--- config.mk ---
export PLATFORM = sky130hd
export DESIGN_NAME = xmodem_crc_receiver_unit
export DESIGN_NICKNAME = d
export VERILOG_FILES = /design/src/hdl/xcr_pkg.sv /design/src/hdl/xmodem_crc_receiver_unit.sv /design/src/hdl/xcr_front.sv /design/src/hdl/xcr_queue.sv /design/src/hdl/xcr_back.sv
export VERILOG_INCLUDE_DIRS = /design/src /design/src/hdl
export SDC_FILE = /design/constraint.sdc
export NUM_CORES = 1
export LEC_CHECK = 0
export BUFFER_PORTS_ARGS = -buffer_cell sky130_fd_sc_hd__clkbuf_2
export CORE_MARGIN = 1
export CORE_UTILIZATION = 50
export CTS_CLUSTER_SIZE = 30
export DETAILED_ROUTE_END_ITERATION = 12
export PLACE_DENSITY = 0.67
export SYNTH_ARGS = -nofsm -noshare
export SYNTH_HDL_FRONTEND = slang
export SYNTH_SLANG_ARGS = --single-unit
--- constraint.sdc ---
create_clock -name clk -period 5.6 [get_ports clk]
set_input_delay 0 -clock clk [delete_from_list [all_inputs] [get_ports clk]]
set_output_delay 0 -clock clk [all_outputs]
set_load 0.01 [all_outputs]
--- src/hdl/xmodem_crc_receiver_unit_defines.svh ---
// Assertion macros shared by the XMODEM-CRC receiver RTL.
// Each macro expects signals named clk and rst_n in the using module.
`ifndef XMODEM_CRC_RECEIVER_UNIT_DEFINES_SVH
`define XMODEM_CRC_RECEIVER_UNIT_DEFINES_SVH

// Same-cycle implication, disabled while in reset
`define XCR_ASSERT_IMP(lbl, ante, cons, msg) \
  lbl: assert property (@(posedge clk) disable iff (!rst_n) (ante) |-> (cons)) \
    else $error(msg);

// Next-cycle implication, disabled while in reset
`define XCR_ASSERT_NXT(lbl, ante, cons, msg) \
  lbl: assert property (@(posedge clk) disable iff (!rst_n) (ante) |=> (cons)) \
    else $error(msg);

`endif

--- src/hdl/xcr_pkg.sv ---
// Package for the XMODEM-CRC receiver: protocol characters, codes,
// the result descriptor type and the CRC-16 byte update. No dependencies.
package xcr_pkg;

  // Protocol characters
  localparam logic [7:0] CH_SOH = 8'h01;
  localparam logic [7:0] CH_STX = 8'h02;
  localparam logic [7:0] CH_EOT = 8'h04;
  localparam logic [7:0] CH_ACK = 8'h06;
  localparam logic [7:0] CH_NAK = 8'h15;
  localparam logic [7:0] CH_CAN = 8'h18;
  localparam logic [7:0] CH_C   = 8'h43;

  // Request types
  localparam logic [1:0] REQ_BYTE    = 2'd0;
  localparam logic [1:0] REQ_TIMEOUT = 2'd1;
  localparam logic [1:0] REQ_START   = 2'd2;
  localparam logic [1:0] REQ_NONE    = 2'd3;

  // Run status codes
  localparam logic [1:0] ST_RUN   = 2'd0;
  localparam logic [1:0] ST_EOT   = 2'd1;
  localparam logic [1:0] ST_HOST  = 2'd2;
  localparam logic [1:0] ST_LIMIT = 2'd3;

  // Image size and packet sizes
  localparam logic [21:0] IMAGE_BYTES = 22'd1048576;
  localparam logic [10:0] SIZE_SHORT  = 11'd128;
  localparam logic [10:0] SIZE_LONG   = 11'd1024;
  localparam logic [15:0] CRC_POLY    = 16'h1021;

  // Result queue geometry
  localparam int Q_DEPTH = 4;
  localparam int Q_AW    = 2;

  // One queued result; twice marks the CAN CAN pair
  typedef struct packed {
    logic        send_valid;
    logic [7:0]  send_byte;
    logic        write_valid;
    logic [19:0] write_address;
    logic [7:0]  write_data;
    logic [1:0]  run_status;
    logic [20:0] committed_length;
    logic        twice;
  } res_t;

  // Queue status seen by both sides
  typedef struct packed {
    logic full;
    logic empty;
  } q_status_t;

  // CRC-16 update over one byte, MSB first
  function automatic logic [15:0] crc_byte(input logic [15:0] crc_in,
                                           input logic [7:0] b);
    logic [15:0] c;
    c = crc_in ^ {b, 8'h00};
    for (int i = 0; i < 8; i++) begin
      if (c[15]) begin
        c = {c[14:0], 1'b0} ^ CRC_POLY;
      end else begin
        c = {c[14:0], 1'b0};
      end
    end
    return c;
  endfunction

endpackage

--- src/hdl/xmodem_crc_receiver_unit.sv ---
// Top level of the XMODEM-CRC receiver: front, result queue and back.
// Depends on xcr_pkg, xcr_front, xcr_queue and xcr_back.
//
// Usage:
//   Input channel (in_valid/in_stall, in_req_type, in_byte_value) carries one
//   received byte, a receive timeout or a start command per item. Result
//   channel (out_valid/out_stall, out_* fields) returns one item per input
//   item, or two CAN items with out_last on the second when the error limit
//   aborts the transfer. cfg_wr_en/cfg_wr_data write max_errors (reset 3).
// Path: each accepted item's result is written into the result queue, then
//   loaded into the output register when the output is free.
// Throughput: one item per cycle while in_stall is low; the state update and
//   the unrolled CRC-16 of a byte settle in the front within that cycle. An
//   abort occupies the output with two CAN items.
// Reset: synchronous, active low; the transfer restarts at packet 1 with no
//   errors counted and the queue emptied.
// Stall: a stalled output holds its item; the four-entry result queue keeps
//   taking items and in_stall rises only once it is full.
module xmodem_crc_receiver_unit (
  input  logic        clk,
  input  logic        rst_n,
  input  logic        cfg_wr_en,
  input  logic [7:0]  cfg_wr_data,
  input  logic        in_valid,
  output logic        in_stall,
  input  logic [1:0]  in_req_type,
  input  logic [7:0]  in_byte_value,
  output logic        out_valid,
  input  logic        out_stall,
  output logic        out_send_valid,
  output logic [7:0]  out_send_byte,
  output logic        out_write_valid,
  output logic [19:0] out_write_address,
  output logic [7:0]  out_write_data,
  output logic [1:0]  out_run_status,
  output logic [20:0] out_committed_length,
  output logic        out_last
);
  import xcr_pkg::*;

  res_t      front_res;
  res_t      head;
  q_status_t q_stat;
  logic      take;
  logic      pop;

  assign in_stall = q_stat.full;
  assign take     = in_valid && !q_stat.full;

  xcr_front u_front (
    .clk         (clk),
    .rst_n       (rst_n),
    .cfg_wr_en   (cfg_wr_en),
    .cfg_wr_data (cfg_wr_data),
    .take        (take),
    .req_type    (in_req_type),
    .byte_value  (in_byte_value),
    .res         (front_res)
  );

  xcr_queue u_queue (
    .clk       (clk),
    .rst_n     (rst_n),
    .push      (take),
    .push_data (front_res),
    .pop       (pop),
    .head      (head),
    .q_stat    (q_stat)
  );

  xcr_back u_back (
    .clk                  (clk),
    .rst_n                (rst_n),
    .head                 (head),
    .q_stat               (q_stat),
    .pop                  (pop),
    .out_stall            (out_stall),
    .out_valid            (out_valid),
    .out_send_valid       (out_send_valid),
    .out_send_byte        (out_send_byte),
    .out_write_valid      (out_write_valid),
    .out_write_address    (out_write_address),
    .out_write_data       (out_write_data),
    .out_run_status       (out_run_status),
    .out_committed_length (out_committed_length),
    .out_last             (out_last)
  );

endmodule

--- src/hdl/xcr_front.sv ---
// Front part of the XMODEM-CRC receiver: takes each item, runs the packet
// state machine and builds one result descriptor. Depends on xcr_pkg.
module xcr_front (
  input  logic               clk,
  input  logic               rst_n,
  input  logic               cfg_wr_en,
  input  logic [7:0]         cfg_wr_data,
  input  logic               take,
  input  logic [1:0]         req_type,
  input  logic [7:0]         byte_value,
  output xcr_pkg::res_t      res
);
  import xcr_pkg::*;

  typedef enum logic [5:0] {
    PH_HEADER = 6'b000001,
    PH_NUMBER = 6'b000010,
    PH_COMPL  = 6'b000100,
    PH_DATA   = 6'b001000,
    PH_CRCHI  = 6'b010000,
    PH_CRCLO  = 6'b100000
  } phase_t;

  phase_t      phase_r, phase_nxt;
  logic [7:0]  max_errors_r;
  logic [7:0]  expected_r, expected_nxt;
  logic [7:0]  got_number_r, got_number_nxt;
  logic [7:0]  got_compl_r, got_compl_nxt;
  logic        long_r, long_nxt;
  logic [10:0] index_r, index_nxt;
  logic [15:0] crc_r, crc_nxt;
  logic [7:0]  crc_hi_r, crc_hi_nxt;
  logic [7:0]  errors_r, errors_nxt;
  logic        first_r, first_nxt;
  logic [20:0] offset_r, offset_nxt;
  logic [1:0]  status_r, status_nxt;

  logic        err;
  logic [7:0]  err_sat;
  logic [10:0] size;
  logic [10:0] index_inc;
  logic [20:0] addr;
  logic [21:0] end_addr;
  logic [8:0]  num_sum;
  logic        good;

  assign size      = long_r ? SIZE_LONG : SIZE_SHORT;
  assign index_inc = index_r + 11'd1;
  assign addr      = offset_r + {10'd0, index_r};
  assign end_addr  = {1'b0, offset_r} + {11'd0, size};
  assign num_sum   = {1'b0, got_number_r} + {1'b0, got_compl_r};
  assign good      = (got_number_r == expected_r) && (num_sum == 9'd255) &&
                     ({crc_hi_r, byte_value} == crc_r) && (end_addr <= IMAGE_BYTES);
  assign err_sat   = (errors_r == 8'hFF) ? errors_r : errors_r + 8'd1;

  // Classify the item and work out the next state and its result
  always_comb begin
    phase_nxt      = phase_r;
    expected_nxt   = expected_r;
    got_number_nxt = got_number_r;
    got_compl_nxt  = got_compl_r;
    long_nxt       = long_r;
    index_nxt      = index_r;
    crc_nxt        = crc_r;
    crc_hi_nxt     = crc_hi_r;
    errors_nxt     = errors_r;
    first_nxt      = first_r;
    offset_nxt     = offset_r;
    status_nxt     = status_r;
    err            = 1'b0;
    res            = '0;

    if (req_type == REQ_START) begin
      phase_nxt    = PH_HEADER;
      expected_nxt = 8'd1;
      index_nxt    = '0;
      crc_nxt      = '0;
      errors_nxt   = '0;
      first_nxt    = 1'b0;
      offset_nxt   = '0;
      status_nxt   = ST_RUN;
    end else if (req_type == REQ_NONE || status_r != ST_RUN) begin
      // drop: nothing to do
    end else if (req_type == REQ_TIMEOUT) begin
      if (phase_r == PH_HEADER && !first_r) begin
        res.send_valid = 1'b1;
        res.send_byte  = CH_C;
      end else begin
        err = 1'b1;
      end
    end else begin
      case (phase_r)
        PH_HEADER: begin
          if (byte_value == CH_SOH || byte_value == CH_STX) begin
            long_nxt  = (byte_value == CH_STX);
            index_nxt = '0;
            crc_nxt   = '0;
            phase_nxt = PH_NUMBER;
          end else if (byte_value == CH_EOT) begin
            res.send_valid = 1'b1;
            res.send_byte  = CH_ACK;
            status_nxt     = ST_EOT;
          end else if (byte_value == CH_CAN) begin
            status_nxt = ST_HOST;
          end else begin
            err = 1'b1;
          end
        end
        PH_NUMBER: begin
          got_number_nxt = byte_value;
          phase_nxt      = PH_COMPL;
        end
        PH_COMPL: begin
          got_compl_nxt = byte_value;
          phase_nxt     = PH_DATA;
        end
        PH_DATA: begin
          if ({1'b0, addr} < IMAGE_BYTES) begin
            res.write_valid   = 1'b1;
            res.write_address = addr[19:0];
            res.write_data    = byte_value;
          end
          crc_nxt   = crc_byte(crc_r, byte_value);
          index_nxt = index_inc;
          if (index_inc >= size) begin
            phase_nxt = PH_CRCHI;
          end
        end
        PH_CRCHI: begin
          crc_hi_nxt = byte_value;
          phase_nxt  = PH_CRCLO;
        end
        PH_CRCLO: begin
          if (good) begin
            res.send_valid = 1'b1;
            res.send_byte  = CH_ACK;
            expected_nxt   = expected_r + 8'd1;
            offset_nxt     = end_addr[20:0];
            first_nxt      = 1'b1;
            phase_nxt      = PH_HEADER;
          end else begin
            err = 1'b1;
          end
        end
        default: begin
          phase_nxt = PH_HEADER;
        end
      endcase
    end

    // Count an error: NAK, or CAN CAN once the limit is reached
    if (err) begin
      errors_nxt     = err_sat;
      phase_nxt      = PH_HEADER;
      res.send_valid = 1'b1;
      if (err_sat >= max_errors_r) begin
        res.send_byte = CH_CAN;
        res.twice     = 1'b1;
        status_nxt    = ST_LIMIT;
      end else begin
        res.send_byte = CH_NAK;
      end
    end

    res.run_status       = status_nxt;
    res.committed_length = offset_nxt;
  end

  // Control state
  always_ff @(posedge clk) begin
    if (!rst_n) begin
      phase_r      <= PH_HEADER;
      max_errors_r <= 8'd3;
      expected_r   <= 8'd1;
      errors_r     <= '0;
      first_r      <= 1'b0;
      offset_r     <= '0;
      status_r     <= ST_RUN;
    end else begin
      if (cfg_wr_en) begin
        max_errors_r <= cfg_wr_data;
      end
      if (take) begin
        phase_r    <= phase_nxt;
        expected_r <= expected_nxt;
        errors_r   <= errors_nxt;
        first_r    <= first_nxt;
        offset_r   <= offset_nxt;
        status_r   <= status_nxt;
      end
    end
  end

  // Packet payload state, always set before it is read
  always_ff @(posedge clk) begin
    if (take) begin
      got_number_r <= got_number_nxt;
      got_compl_r  <= got_compl_nxt;
      long_r       <= long_nxt;
      index_r      <= index_nxt;
      crc_r        <= crc_nxt;
      crc_hi_r     <= crc_hi_nxt;
    end
  end

endmodule

--- src/hdl/xcr_queue.sv ---
// Short result queue between the front and back parts of the receiver.
// Register-based FIFO of result descriptors. Depends on xcr_pkg.
module xcr_queue (
  input  logic                 clk,
  input  logic                 rst_n,
  input  logic                 push,
  input  xcr_pkg::res_t        push_data,
  input  logic                 pop,
  output xcr_pkg::res_t        head,
  output xcr_pkg::q_status_t   q_stat
);
  import xcr_pkg::*;

  res_t            slot_r [Q_DEPTH];
  logic [Q_AW-1:0] wr_ptr_r, rd_ptr_r;
  logic [Q_AW:0]   count_r;

  assign head         = slot_r[rd_ptr_r];
  assign q_stat.full  = (count_r == Q_AW'(0) + (Q_AW+1)'(Q_DEPTH));
  assign q_stat.empty = (count_r == '0);

  // Store the pushed descriptor
  always_ff @(posedge clk) begin
    if (push) begin
      slot_r[wr_ptr_r] <= push_data;
    end
  end

  // Advance pointers and occupancy
  always_ff @(posedge clk) begin
    if (!rst_n) begin
      wr_ptr_r <= '0;
      rd_ptr_r <= '0;
      count_r  <= '0;
    end else begin
      if (push) begin
        wr_ptr_r <= wr_ptr_r + Q_AW'(1);
      end
      if (pop) begin
        rd_ptr_r <= rd_ptr_r + Q_AW'(1);
      end
      if (push && !pop) begin
        count_r <= count_r + (Q_AW+1)'(1);
      end else if (pop && !push) begin
        count_r <= count_r - (Q_AW+1)'(1);
      end
    end
  end

endmodule

--- src/hdl/xcr_back.sv ---
// Back part of the receiver: drains the result queue into the output
// register, expanding the error-limit abort into two CAN items. Depends on xcr_pkg.
`include "xmodem_crc_receiver_unit_defines.svh"

module xcr_back (
  input  logic                 clk,
  input  logic                 rst_n,
  input  xcr_pkg::res_t        head,
  input  xcr_pkg::q_status_t   q_stat,
  output logic                 pop,
  input  logic                 out_stall,
  output logic                 out_valid,
  output logic                 out_send_valid,
  output logic [7:0]           out_send_byte,
  output logic                 out_write_valid,
  output logic [19:0]          out_write_address,
  output logic [7:0]           out_write_data,
  output logic [1:0]           out_run_status,
  output logic [20:0]          out_committed_length,
  output logic                 out_last
);
  import xcr_pkg::*;

  res_t out_r;
  logic out_valid_r;
  logic out_last_r;
  logic second_r;
  logic load;
  logic final_copy;

  assign load       = (!out_valid_r || !out_stall) && !q_stat.empty;
  assign final_copy = !head.twice || second_r;
  assign pop        = load && final_copy;

  // Hold payload while stalled, reload when free
  always_ff @(posedge clk) begin
    if (load) begin
      out_r      <= head;
      out_last_r <= final_copy;
    end
  end

  // Output valid and the pending second CAN
  always_ff @(posedge clk) begin
    if (!rst_n) begin
      out_valid_r <= 1'b0;
      second_r    <= 1'b0;
    end else begin
      if (load) begin
        out_valid_r <= 1'b1;
        second_r    <= !final_copy;
      end else if (!out_stall) begin
        out_valid_r <= 1'b0;
      end
    end
  end

  assign out_valid            = out_valid_r;
  assign out_send_valid       = out_r.send_valid;
  assign out_send_byte        = out_r.send_byte;
  assign out_write_valid      = out_r.write_valid;
  assign out_write_address    = out_r.write_address;
  assign out_write_data       = out_r.write_data;
  assign out_run_status       = out_r.run_status;
  assign out_committed_length = out_r.committed_length;
  assign out_last             = out_last_r;

  `XCR_ASSERT_IMP(a_second_shows_first, second_r, out_valid_r && !out_last_r,
                  "second CAN pending without first copy on output")
  `XCR_ASSERT_NXT(a_pair_completes, out_valid_r && !out_stall && !out_last_r,
                  out_valid_r && out_last_r && out_send_byte == CH_CAN,
                  "abort pair not completed by second CAN")
  `XCR_ASSERT_IMP(a_pop_nonempty, pop, !q_stat.empty,
                  "result queue popped while empty")

endmodule
==> impl_metrics.env, run 1 <==
export IMPL_status="finished, final reports clean"
export IMPL_dieWidth_um=192
export IMPL_clockPowerShare_pct=33.9
export IMPL_grt_util_all_layers_pct=20.6
export IMPL_power_uw=8300
export IMPL_drt_total_wl_mm=36.8
export IMPL_cts_repair_resized=0
export IMPL_tns_ns=0
export IMPL_die_area_um2=36700
export IMPL_max_slew_worst_pin_slew_ns=1.14
export IMPL_grt_pass1_wl_mm=57.5
export IMPL_clock_tree_buffer_depth=3
export IMPL_core_area_um2=35500
export IMPL_antenna_found_initial=1
export IMPL_cp_required_ns=5.94
export IMPL_maxSlewHeadroom_pct=22.7
export IMPL_grt_max_degree=64
export IMPL_final_common_cell="edfxtp_1"
export IMPL_async_flop_share_pct=0
export IMPL_maxSlewViolCount=0
export IMPL_endpoint_kind="flip-flop"
export IMPL_clock_latency_ns=0.56
export IMPL_num_io_pins=87
export IMPL_cts_tree="built"
export IMPL_met1_length_mm=16.3
export IMPL_dp_hpwl_mm=23.9
export IMPL_worstSetupPathType="flip-flop to flip-flop"
export IMPL_final_cell_mix="edfxtp_1, nor2_1, clkbuf_2"
export IMPL_post_drt_via_cell_ratio=5.62
export IMPL_synth_flop_cell="edfxtp_1"
export IMPL_drc=0
export IMPL_skew_ns=0.0133
export IMPL_intPower_uw=6180
export IMPL_maxCapViolations=0
export IMPL_final_nets=1426
export IMPL_synth_area_um2=18000
export IMPL_fin_crit_sh_pct=74.2
export IMPL_yosysWarnings=0
export IMPL_wl_met3_mm=1.78
export IMPL_syn_to_final_growth_pct=14.3
export IMPL_overflow=0
export IMPL_wl_per_cell_um=19.8
export IMPL_drtPass1Iterations=5
export IMPL_clkSinkCount=413
export IMPL_die_h_um=192
export IMPL_rsz0062_at_grt="false"
export IMPL_cts_made_buffers=44
export IMPL_placementRows=69
export IMPL_clk_pin_slew_ns=0.06
export IMPL_final_min_clock_period_ns=4.15
export IMPL_synth_edf_count=348
export IMPL_yosysSeqAreaShare_pct=65.4
export IMPL_combPwrFrac_pct=17.1
export IMPL_vias=10429
export IMPL_final_layout_size_suffix_gt1_share_pct=17.5
export IMPL_cts_htree_levels=2
export IMPL_pwr_share_seq_pct=49.0
export IMPL_place_gp_congestion=0.915
export IMPL_cts_root_buf="clkbuf_16"
export IMPL_hold_class="input pin to flip-flop"
export IMPL_power_switching_share_pct=25.6
export IMPL_dr_max_layer_used="met5"
export IMPL_holdWs_ns=0.0383
export IMPL_powerDensity_nw_per_um2=404
export IMPL_cp_start_kind="flip-flop"
export IMPL_path_max_fanout=26
export IMPL_detail_route_antenna_nets=0
export IMPL_regToRegSetupSlack_ns=1.45
export IMPL_hold_violations=0
export IMPL_synth_avg_cell_area_um2=14.4
export IMPL_ys_ff_latch=413
export IMPL_p_switching_uw=2120
export IMPL_syn_inst=1247
export IMPL_arrival_ns=4.49
export IMPL_initialDrtViolationCount=607
export IMPL_initial_core_util_pct=50.6
export IMPL_ys_types=64
export IMPL_first_global_vias=10345
export IMPL_fmax_mhz=241
export IMPL_total_leakage_power_uw=0.00717
export IMPL_wl_met2_mm=17.7
export IMPL_ir_worst_vdd_uv=279
export IMPL_setup_viol=0
export IMPL_numPortBuffers=84
[cells in the mapped netlist, types with 5 or more instances]
master / instances / share of area, %
a22o_1: 6 / 0.29
xor2_1: 40 / 1.9
and3_1: 11 / 0.38
o2bb2ai_1: 6 / 0.29
mux2i_1: 11 / 0.61
nand3_1: 31 / 0.86
buf_1: 17 / 0.36
inv_1: 35 / 0.73
nor4_1: 9 / 0.31
ha_1: 40 / 2.8
mux4_2: 59 / 7.4
xnor2_1: 70 / 3.4
a31oi_1: 10 / 0.35
nor2b_1: 6 / 0.21
nand4_1: 30 / 1.0
and2_1: 39 / 1.4
nand2_1: 39 / 0.81
nor2_1: 114 / 2.4
o21bai_1: 5 / 0.21
nand2b_1: 7 / 0.24
nor3_1: 22 / 0.61
a21o_1: 11 / 0.46
or4_1: 6 / 0.25
edfxtp_1: 348 / 58
o21ai_0: 37 / 1.0
a21oi_1: 52 / 1.4
clkbuf_1: 32 / 0.67
or3_1: 19 / 0.66
dfxtp_1: 65 / 7.2
[area by class of cell]
class | count | area, um2
Clock buffer | 54 | 1170
Antenna cell | 1 | 2.50
Tap cell | 461 | 577
Multi-Input combinational cell | 740 | 5850
Inverter | 36 | 135
Timing Repair Buffer | 125 | 811
Fill cell | 2784 | 14900
Sequential cell | 413 | 11800
Clock inverter | 25 | 240
[through the flow]
| stage | setup WS, ns | area (um2) | util (%) | instances |
|---|---|---|---|---|
| after floorplan | 0.599 | 18000 | - | 1248 |
| after global placement | 1.63 | 18800 | 53.1 | 1747 |
| after detailed placement | 1.53 | 18800 | 53.1 | 1747 |
| after CTS | 1.50 | 20500 | 57.9 | 1854 |
| after global routing | 1.21 | 20500 | 57.9 | 1854 |
| final | 1.45 | 20500 | 57.9 | 1855 |
[cell families after synthesis]
family | count (synthesis) | synth area share (%)
AO/OA/AOI/OAI | 157 | 5.58
XOR/XNOR | 110 | 5.36
adder cells (fa/ha/maj) | 43 | 3.12
buffers and inverters | 95 | 2.18
flip-flops | 413 | 65.4
multiplexers | 72 | 8.13
other | 1 | 0.0209
AND/OR/NAND/NOR | 356 | 10.2
[path summary, 6_finish.rpt]
path              depth (start not counted)            start               endpoint
setup / recovery                         11   u_front.long_r  u_queue.slot_r[2][17]
hold / removal                            3   in_req_type[1]         u_front.long_r
setup reg to reg                         11   u_front.long_r  u_queue.slot_r[2][17]
hold reg to reg                           2  u_front.first_r        u_front.first_r
[routing by layer]
metal | GRT usage (%) | vias to the layer above
met5 | 0 | -
met4 | 6.62 | 2
met3 | 3.49 | 66
met2 | 33.5 | 270
met1 | 28.4 | 5159
li1 | - | 4932
[power by group through the flow]
stage          Sequential [uW]  Combinational [uW]  Clock (uW)
2_1_floorplan             4230                 844           0
3_3_place_gp              4120                1430           0
3_5_place_dp              4140                1440           0
4_1_cts                   4080                1460        2870
5_1_grt                   4120                1570        2980
6_report                  4070                1420        2810
[critical path, stage by stage, from the launching register on]
cell	delay, ns
edfxtp_1	0.38
ha_1	0.38
a41oi_2	0.21
nor2b_1	0.68
xor2_1	0.16
or4_4	0.56
o31ai_4	0.42
and4_1	0.24
buf_4	0.29
nand3_1	0.13
xor2_1	0.20
nor2_1	0.28
[registers in the layout, indices dropped and copies added, names as in the netlist, 11 cells and up, named ones only]
register / count
u_queue.slot_r: 236
u_back.out_committed_length: 21
u_front.offset_r: 21
u_back.out_write_address: 20
u_front.crc_r: 16
u_front.index_r: 11
[what timing repair did]
item / in CTS / in global routing
buffers inserted: 0 / 0
hold buffers: 28 / 0
hold endpoints to repair: 41 / 0
Power figures use the tool's default switching activity.
==> inputs of run 2 (changes only) <==
Settings changed: ABC_AREA set to 1, PLACE_DENSITY 0.67 to 0.7.
Clock period 5.6 ns to 3.42 ns, I/O delays scaled along.
==> run 2 against run 1 <==
  * Sequential share of layout area shrank 1.3 points
  * Via count is 20% higher
  * Non-clock buffer count grew 16
  * Final area is 2.3% higher
==> impl_metrics.env, run 2 <==
export IMPL_status="finished, final reports clean"
export IMPL_fin_crit_sh_pct=91.3
export IMPL_maxSlewHeadroom_pct=23.8
export IMPL_cp_required_ns=3.77
export IMPL_critPathMaxStageDelay_ns=0.47
export IMPL_cp_top_family="simple AND/OR/NAND/NOR gates"
export IMPL_grt_max_degree=115
export IMPL_async_flop_share_pct=0
export IMPL_grt_pass1_wl_mm=63.6
export IMPL_drtPass1Iterations=5
export IMPL_num_io_pins=87
export IMPL_cts_htree_levels=2
export IMPL_cts_setup_buffers=0
export IMPL_dp_hpwl_mm=25.2
export IMPL_ir_worst_vdd_uv=436
export IMPL_final_common_cell="edfxtp_1"
export IMPL_synth_commonest_cells="edfxtp_1, nor2_1, nand2_1"
export IMPL_maxSlewViolCount=0
export IMPL_arrival_ns=3.48
export IMPL_diodes=0
export IMPL_synth_top_area_cell="edfxtp_1"
export IMPL_synth_edf_count=348
export IMPL_path_buf_inv=1
export IMPL_hold_class="input pin to flip-flop"
export IMPL_final_cell_mix="edfxtp_1, nor2_1, nand2_1"
export IMPL_intPower_uw=10100
export IMPL_final_layout_size_suffix_gt1_share_pct=13.1
export IMPL_cpMostUsedCell="nand3_1"
export IMPL_holdWs_ns=0.100
export IMPL_rsz0062_at_grt="false"
export IMPL_synth_flop_cell="edfxtp_1"
export IMPL_combPwrFrac_pct=23.3
export IMPL_max_slew_worst_pin_slew_ns=1.14
export IMPL_wl_per_cell_um=17.0
export IMPL_synth_top_area_share_pct=56.9
export IMPL_clk_pin_slew_ns=0.06
export IMPL_powerDensity_nw_per_um2=700
export IMPL_antenna_found_initial=0
export IMPL_core_area_um2=35800
export IMPL_synth_area_leaders="edfxtp_1, dfxtp_1, nor2_1, o21ai_0, nand2_1"
export IMPL_setup_viol=0
export IMPL_die_h_um=194
export IMPL_cts_root_buf="clkbuf_16"
export IMPL_total_leakage_power_uw=0.00815
export IMPL_clock_tree_buffer_depth=3
export IMPL_maxCapViolations=0
export IMPL_ys_types=49
export IMPL_yosysSeqAreaShare_pct=64.0
export IMPL_path_cells="ha_1 -> fa_1 -> nand3_1 -> nand2_1 -> a21oi_1 -> o21ai_0 -> nand3_1 -> nand2_1 -> nand3_1 -> nand4_1 -> nor2_2 -> inv_4 -> nor2_1"
export IMPL_placementRows=69
export IMPL_endpoint_kind="flip-flop"
export IMPL_worstHoldPathCells=4
export IMPL_die_area_um2=37500
export IMPL_drt_total_wl_mm=39.5
export IMPL_vias=12521
export IMPL_clkSinkCount=413
export IMPL_syn_inst=1713
export IMPL_hold_violations=0
export IMPL_fmax_mhz=320
export IMPL_initialDrtViolationCount=886
export IMPL_crit_cells=13
export IMPL_synth_area_um2=18400
export IMPL_syn_to_final_growth_pct=14.5
export IMPL_path_max_fanout=28
export IMPL_cp_start_kind="flip-flop"
export IMPL_top_register="u_queue.slot_r"
export IMPL_drc=0
export IMPL_numPortBuffers=84
export IMPL_synth_avg_cell_area_um2=10.7
export IMPL_yosysWarnings=0
export IMPL_cp_slowest_cell="edfxtp_1"
export IMPL_first_global_vias=12202
export IMPL_clock_latency_ns=0.56
export IMPL_post_drt_via_cell_ratio=5.37
export IMPL_largest_reg_flops=236
export IMPL_worstSetupPathType="flip-flop to flip-flop"
export IMPL_overflow=0
export IMPL_pwr_share_seq_pct=46.8
export IMPL_clockPowerShare_pct=29.8
export IMPL_place_gp_congestion=0.873
export IMPL_dieWidth_um=194
export IMPL_r2r_cells=13
export IMPL_cts_made_buffers=42
export IMPL_synth_most_common_cell="edfxtp_1"
export IMPL_grt_util_all_layers_pct=21.3
export IMPL_p_switching_uw=4570
export IMPL_detail_route_antenna_nets=0
export IMPL_tns_ns=0
export IMPL_cts_tree="built"
export IMPL_skew_ns=0.0222
export IMPL_final_nets=1905
export IMPL_initial_core_util_pct=51.2
export IMPL_power_switching_share_pct=31.1
export IMPL_final_min_clock_period_ns=3.12
export IMPL_ys_ff_latch=413
[run 2: cell types whose count changed after synthesis, moves of 45 or more]
cell / before / now
inv_1: 35 / 172
nor2_1: 114 / 270
nand2_1: 39 / 203
o22ai_1: 1 / 61
xnor2_1: 70 / 25
o21ai_0: 37 / 177
mux4_2: 59 / 0
[run 2: cell type report]
cell class	instances	area, um2
clock inverters	22	204
flip-flops and latches	413	11800
clock buffers	54	1130
multi-input cells	1058	5720
inverters	183	689
well taps	461	577
repair buffers	141	948
fillers	2920	14800
[run 2: cells by family (layout without fill, tap and decap cells)]
logic type | Yosys count | count (layout) | share of synthesized area [%]
simple gates | 612 | 612 | 14.5
flops | 413 | 413 | 64.0
compound gates | 341 | 341 | 10.4
buf+inv | 243 | 400 | 5.18
xor+xnor | 59 | 59 | 2.82
fa+ha+maj | 43 | 43 | 3.05
other cells | 1 | 2 | 0.0204
mux | 1 | 1 | 0.0613
[run 2: metal layers]
metal  wire length [um]  vias up  GRT usage, %
met1              17400     6003          28.3
met3               1830       62          2.89
li1                   -     6139             -
met2              19300      317          36.0
met4               1040        0          7.14
met5                  0        -             0
[run 2: repair_timing]
item                       CTS  global route
hold buffers                35             0
setup endpoints to repair    0           112
hold endpoints to repair    58             0
gates resized for setup      0             4
[run 2: path summary, 6_finish.rpt]
check                          end          startpoint  slack (ns)
min reg2reg        u_front.first_r     u_front.first_r        0.47
max reg2reg  u_queue.slot_r[1][36]  u_front.index_r[0]        0.30
max          u_queue.slot_r[1][36]  u_front.index_r[0]        0.30
min                 u_front.long_r      in_req_type[1]        0.10
[run 2: worst min-delay path, delay by kind of cell]
family | cells | cell delay (ns)
AND/OR/NAND/NOR | 2 | 0.27
buffers and inverters | 2 | 0.21
[run 2: metrics by stage]
stage	instance area [um2]	setup WS (ns)	cells	utilization [%]	total power, uW
after floorplan	18400	-0.579	1714	-	9180
after global placement	19300	0.248	2221	54.0	10300
after detailed placement	19300	0.134	2221	54.0	10400
after CTS	21000	0.112	2332	58.6	14800
after global routing	21000	0.0496	2332	58.7	15500
final	21000	0.297	2332	58.7	14700
[run 2: power by group through the flow]
stage | Clock, uW | Combinational, uW | Sequential [uW]
5_1_grt | 4670 | 3830 | 6970
4_1_cts | 4460 | 3480 | 6900
6_report | 4390 | 3430 | 6890
2_1_floorplan | 0 | 1990 | 7190
3_3_place_gp | 0 | 3340 | 6990
3_5_place_dp | 0 | 3430 | 7000
==> inputs of run 3 (changes only) <==
Settings changed: PLACE_DENSITY 0.7 to 0.67.
Clock period 3.42 ns to 3.27 ns, I/O delays scaled along.
==> run 3 against run 2 <==
  * Combinational power up 5%
  * Worst setup slack worse by 0.078 ns
  * Utilization up 0.39 points
==> impl_metrics.env, run 3 (same netlist as run 2, synthesis figures left out) <==
export IMPL_cts_tree="built"
export IMPL_initial_core_util_pct=51.2
export IMPL_powerDensity_nw_per_um2=743
export IMPL_place_area_um2=19400
export IMPL_dp_hpwl_mm=25.8
export IMPL_path_max_fanout=14
export IMPL_top_register="u_queue.slot_r"
export IMPL_first_global_vias=12144
export IMPL_final_common_cell="edfxtp_1"
export IMPL_core_area_um2=35800
export IMPL_clock_latency_ns=0.56
export IMPL_cp_required_ns=3.61
export IMPL_post_drt_via_cell_ratio=5.37
export IMPL_maxSlewViolCount=0
export IMPL_final_min_clock_period_ns=3.05
export IMPL_r2r_cells=14
export IMPL_syn_to_final_growth_pct=15.3
export IMPL_maxCapViolations=0
export IMPL_antenna_found_initial=0
export IMPL_power_uw=15700
export IMPL_drt_total_wl_mm=40.3
export IMPL_cpMostUsedCell="nand3_1"
export IMPL_cts_htree_levels=2
export IMPL_hold_violations=0
export IMPL_numPortBuffers=84
export IMPL_cp_slowest_cell="edfxtp_1"
export IMPL_overflow=0
export IMPL_max_slew_worst_pin_slew_ns=1.16
export IMPL_drtPass1Iterations=5
export IMPL_final_layout_size_suffix_gt1_share_pct=14.1
export IMPL_fin_area_um2=21200
export IMPL_largest_reg_flops=236
export IMPL_grt_pass1_wl_mm=63.7
export IMPL_die_area_um2=37500
export IMPL_detail_route_antenna_nets=0
export IMPL_die_h_um=194
export IMPL_total_leakage_power_uw=0.00824
export IMPL_grt_max_degree=117
export IMPL_placementRows=69
export IMPL_endpoint_kind="flip-flop"
export IMPL_maxSlewHeadroom_pct=22.8
export IMPL_status="finished, final reports clean"
export IMPL_num_io_pins=87
export IMPL_diodes=0
export IMPL_hold_class="input pin to flip-flop"
export IMPL_grt_util_all_layers_pct=21.5
export IMPL_wl_per_cell_um=17.2
export IMPL_initialDrtViolationCount=939
export IMPL_clkSinkCount=413
export IMPL_path_cells="ha_1 -> fa_1 -> nand3_1 -> nand2_1 -> a21oi_2 -> o21ai_0 -> nand3_1 -> nand2_1 -> nand3_1 -> nand4_1 -> nor2_1 -> inv_2 -> buf_4 -> nor2_1"
export IMPL_setup_viol=0
export IMPL_dieWidth_um=194
export IMPL_place_gp_congestion=0.888
export IMPL_critPathMaxStageDelay_ns=0.47
export IMPL_rsz0062_at_grt="false"
export IMPL_final_cell_mix="edfxtp_1, nor2_1, nand2_1"
export IMPL_cts_made_buffers=43
export IMPL_arrival_ns=3.40
export IMPL_final_nets=1913
export IMPL_worstSetupPathType="flip-flop to flip-flop"
export IMPL_ir_worst_vdd_uv=376
export IMPL_skew_ns=0.0162
export IMPL_fmax_mhz=328
export IMPL_drc=0
export IMPL_clock_tree_buffer_depth=3
export IMPL_vias=12571
export IMPL_worstHoldPathCells=4
export IMPL_fin_crit_sh_pct=93.3
export IMPL_clk_pin_slew_ns=0.06
export IMPL_cts_root_buf="clkbuf_16"
export IMPL_cp_start_kind="flip-flop"
==> run 3: metrics by stage <==
step	hold WS (ns)	cells	setup TNS (ns)	utilization (%)	setup WS (ns)
CTS	0.0732	2341	0	59.0	0.138
finish	0.103	2342	0	59.1	0.219
floorplan	0.0989	1714	-181.24	-	-0.729
global placement	0.220	2230	0	54.1	0.235
global route	0.109	2342	0	59.1	0.00787
detailed placement	0.227	2230	0	54.1	0.171
==> run 3: cell type report <==
class | count | area (um2)
clock buffers | 51 | 1120
clock inverters | 28 | 307
fillers | 2928 | 14700
inverters | 183 | 687
multi-input cells | 1058 | 5740
flip-flops and latches | 413 | 11800
well taps | 461 | 577
repair buffers | 148 | 981
==> run 3: report_power, final <==
part / internal, uW / switching [uW] / total (uW) / leakage, uW
sequential: 6890 / 336 / 7220 / 0.00383
clock: 2920 / 1980 / 4900 / 0.000697
combinational: 1110 / 2480 / 3590 / 0.00372
total: 10900 / 4800 / 15700 / 0.00824
==> run 3: worst paths after layout <==
| path | endpoint | from | slack [ns] |
|---|---|---|---|
| max | u_queue.slot_r[0][37] | u_front.index_r[0] | 0.22 |
| min | u_front.long_r | in_req_type[1] | 0.10 |
| max reg2reg | u_queue.slot_r[0][37] | u_front.index_r[0] | 0.22 |
| min reg2reg | u_front.first_r | u_front.first_r | 0.47 |
==> run 3: layer usage <==
metal / up-vias / GRT usage (%) / routed length (um)
met3: 69 / 2.89 / 1830
li1: 6165 / - / -
met2: 311 / 36.9 / 19900
met4: 0 / 6.81 / 967
met5: - / 0 / 0
met1: 6026 / 28.2 / 17700
==> run 3: critical path: cells and delay by family, from the launching register on <==
family          cells  cell delay [ns]
compound gates      2             0.38
fa+ha+maj           2             0.67
flops               1             0.47
simple gates        8             1.07
buf+inv             2             0.25
==> run 3: repair_timing <==
item                       4_1_cts  5_1_grt
setup buffers                    0        1
setup endpoints to repair        0      123
hold endpoints to repair        42        0
hold buffers                    32        0
gates resized for setup          0        5
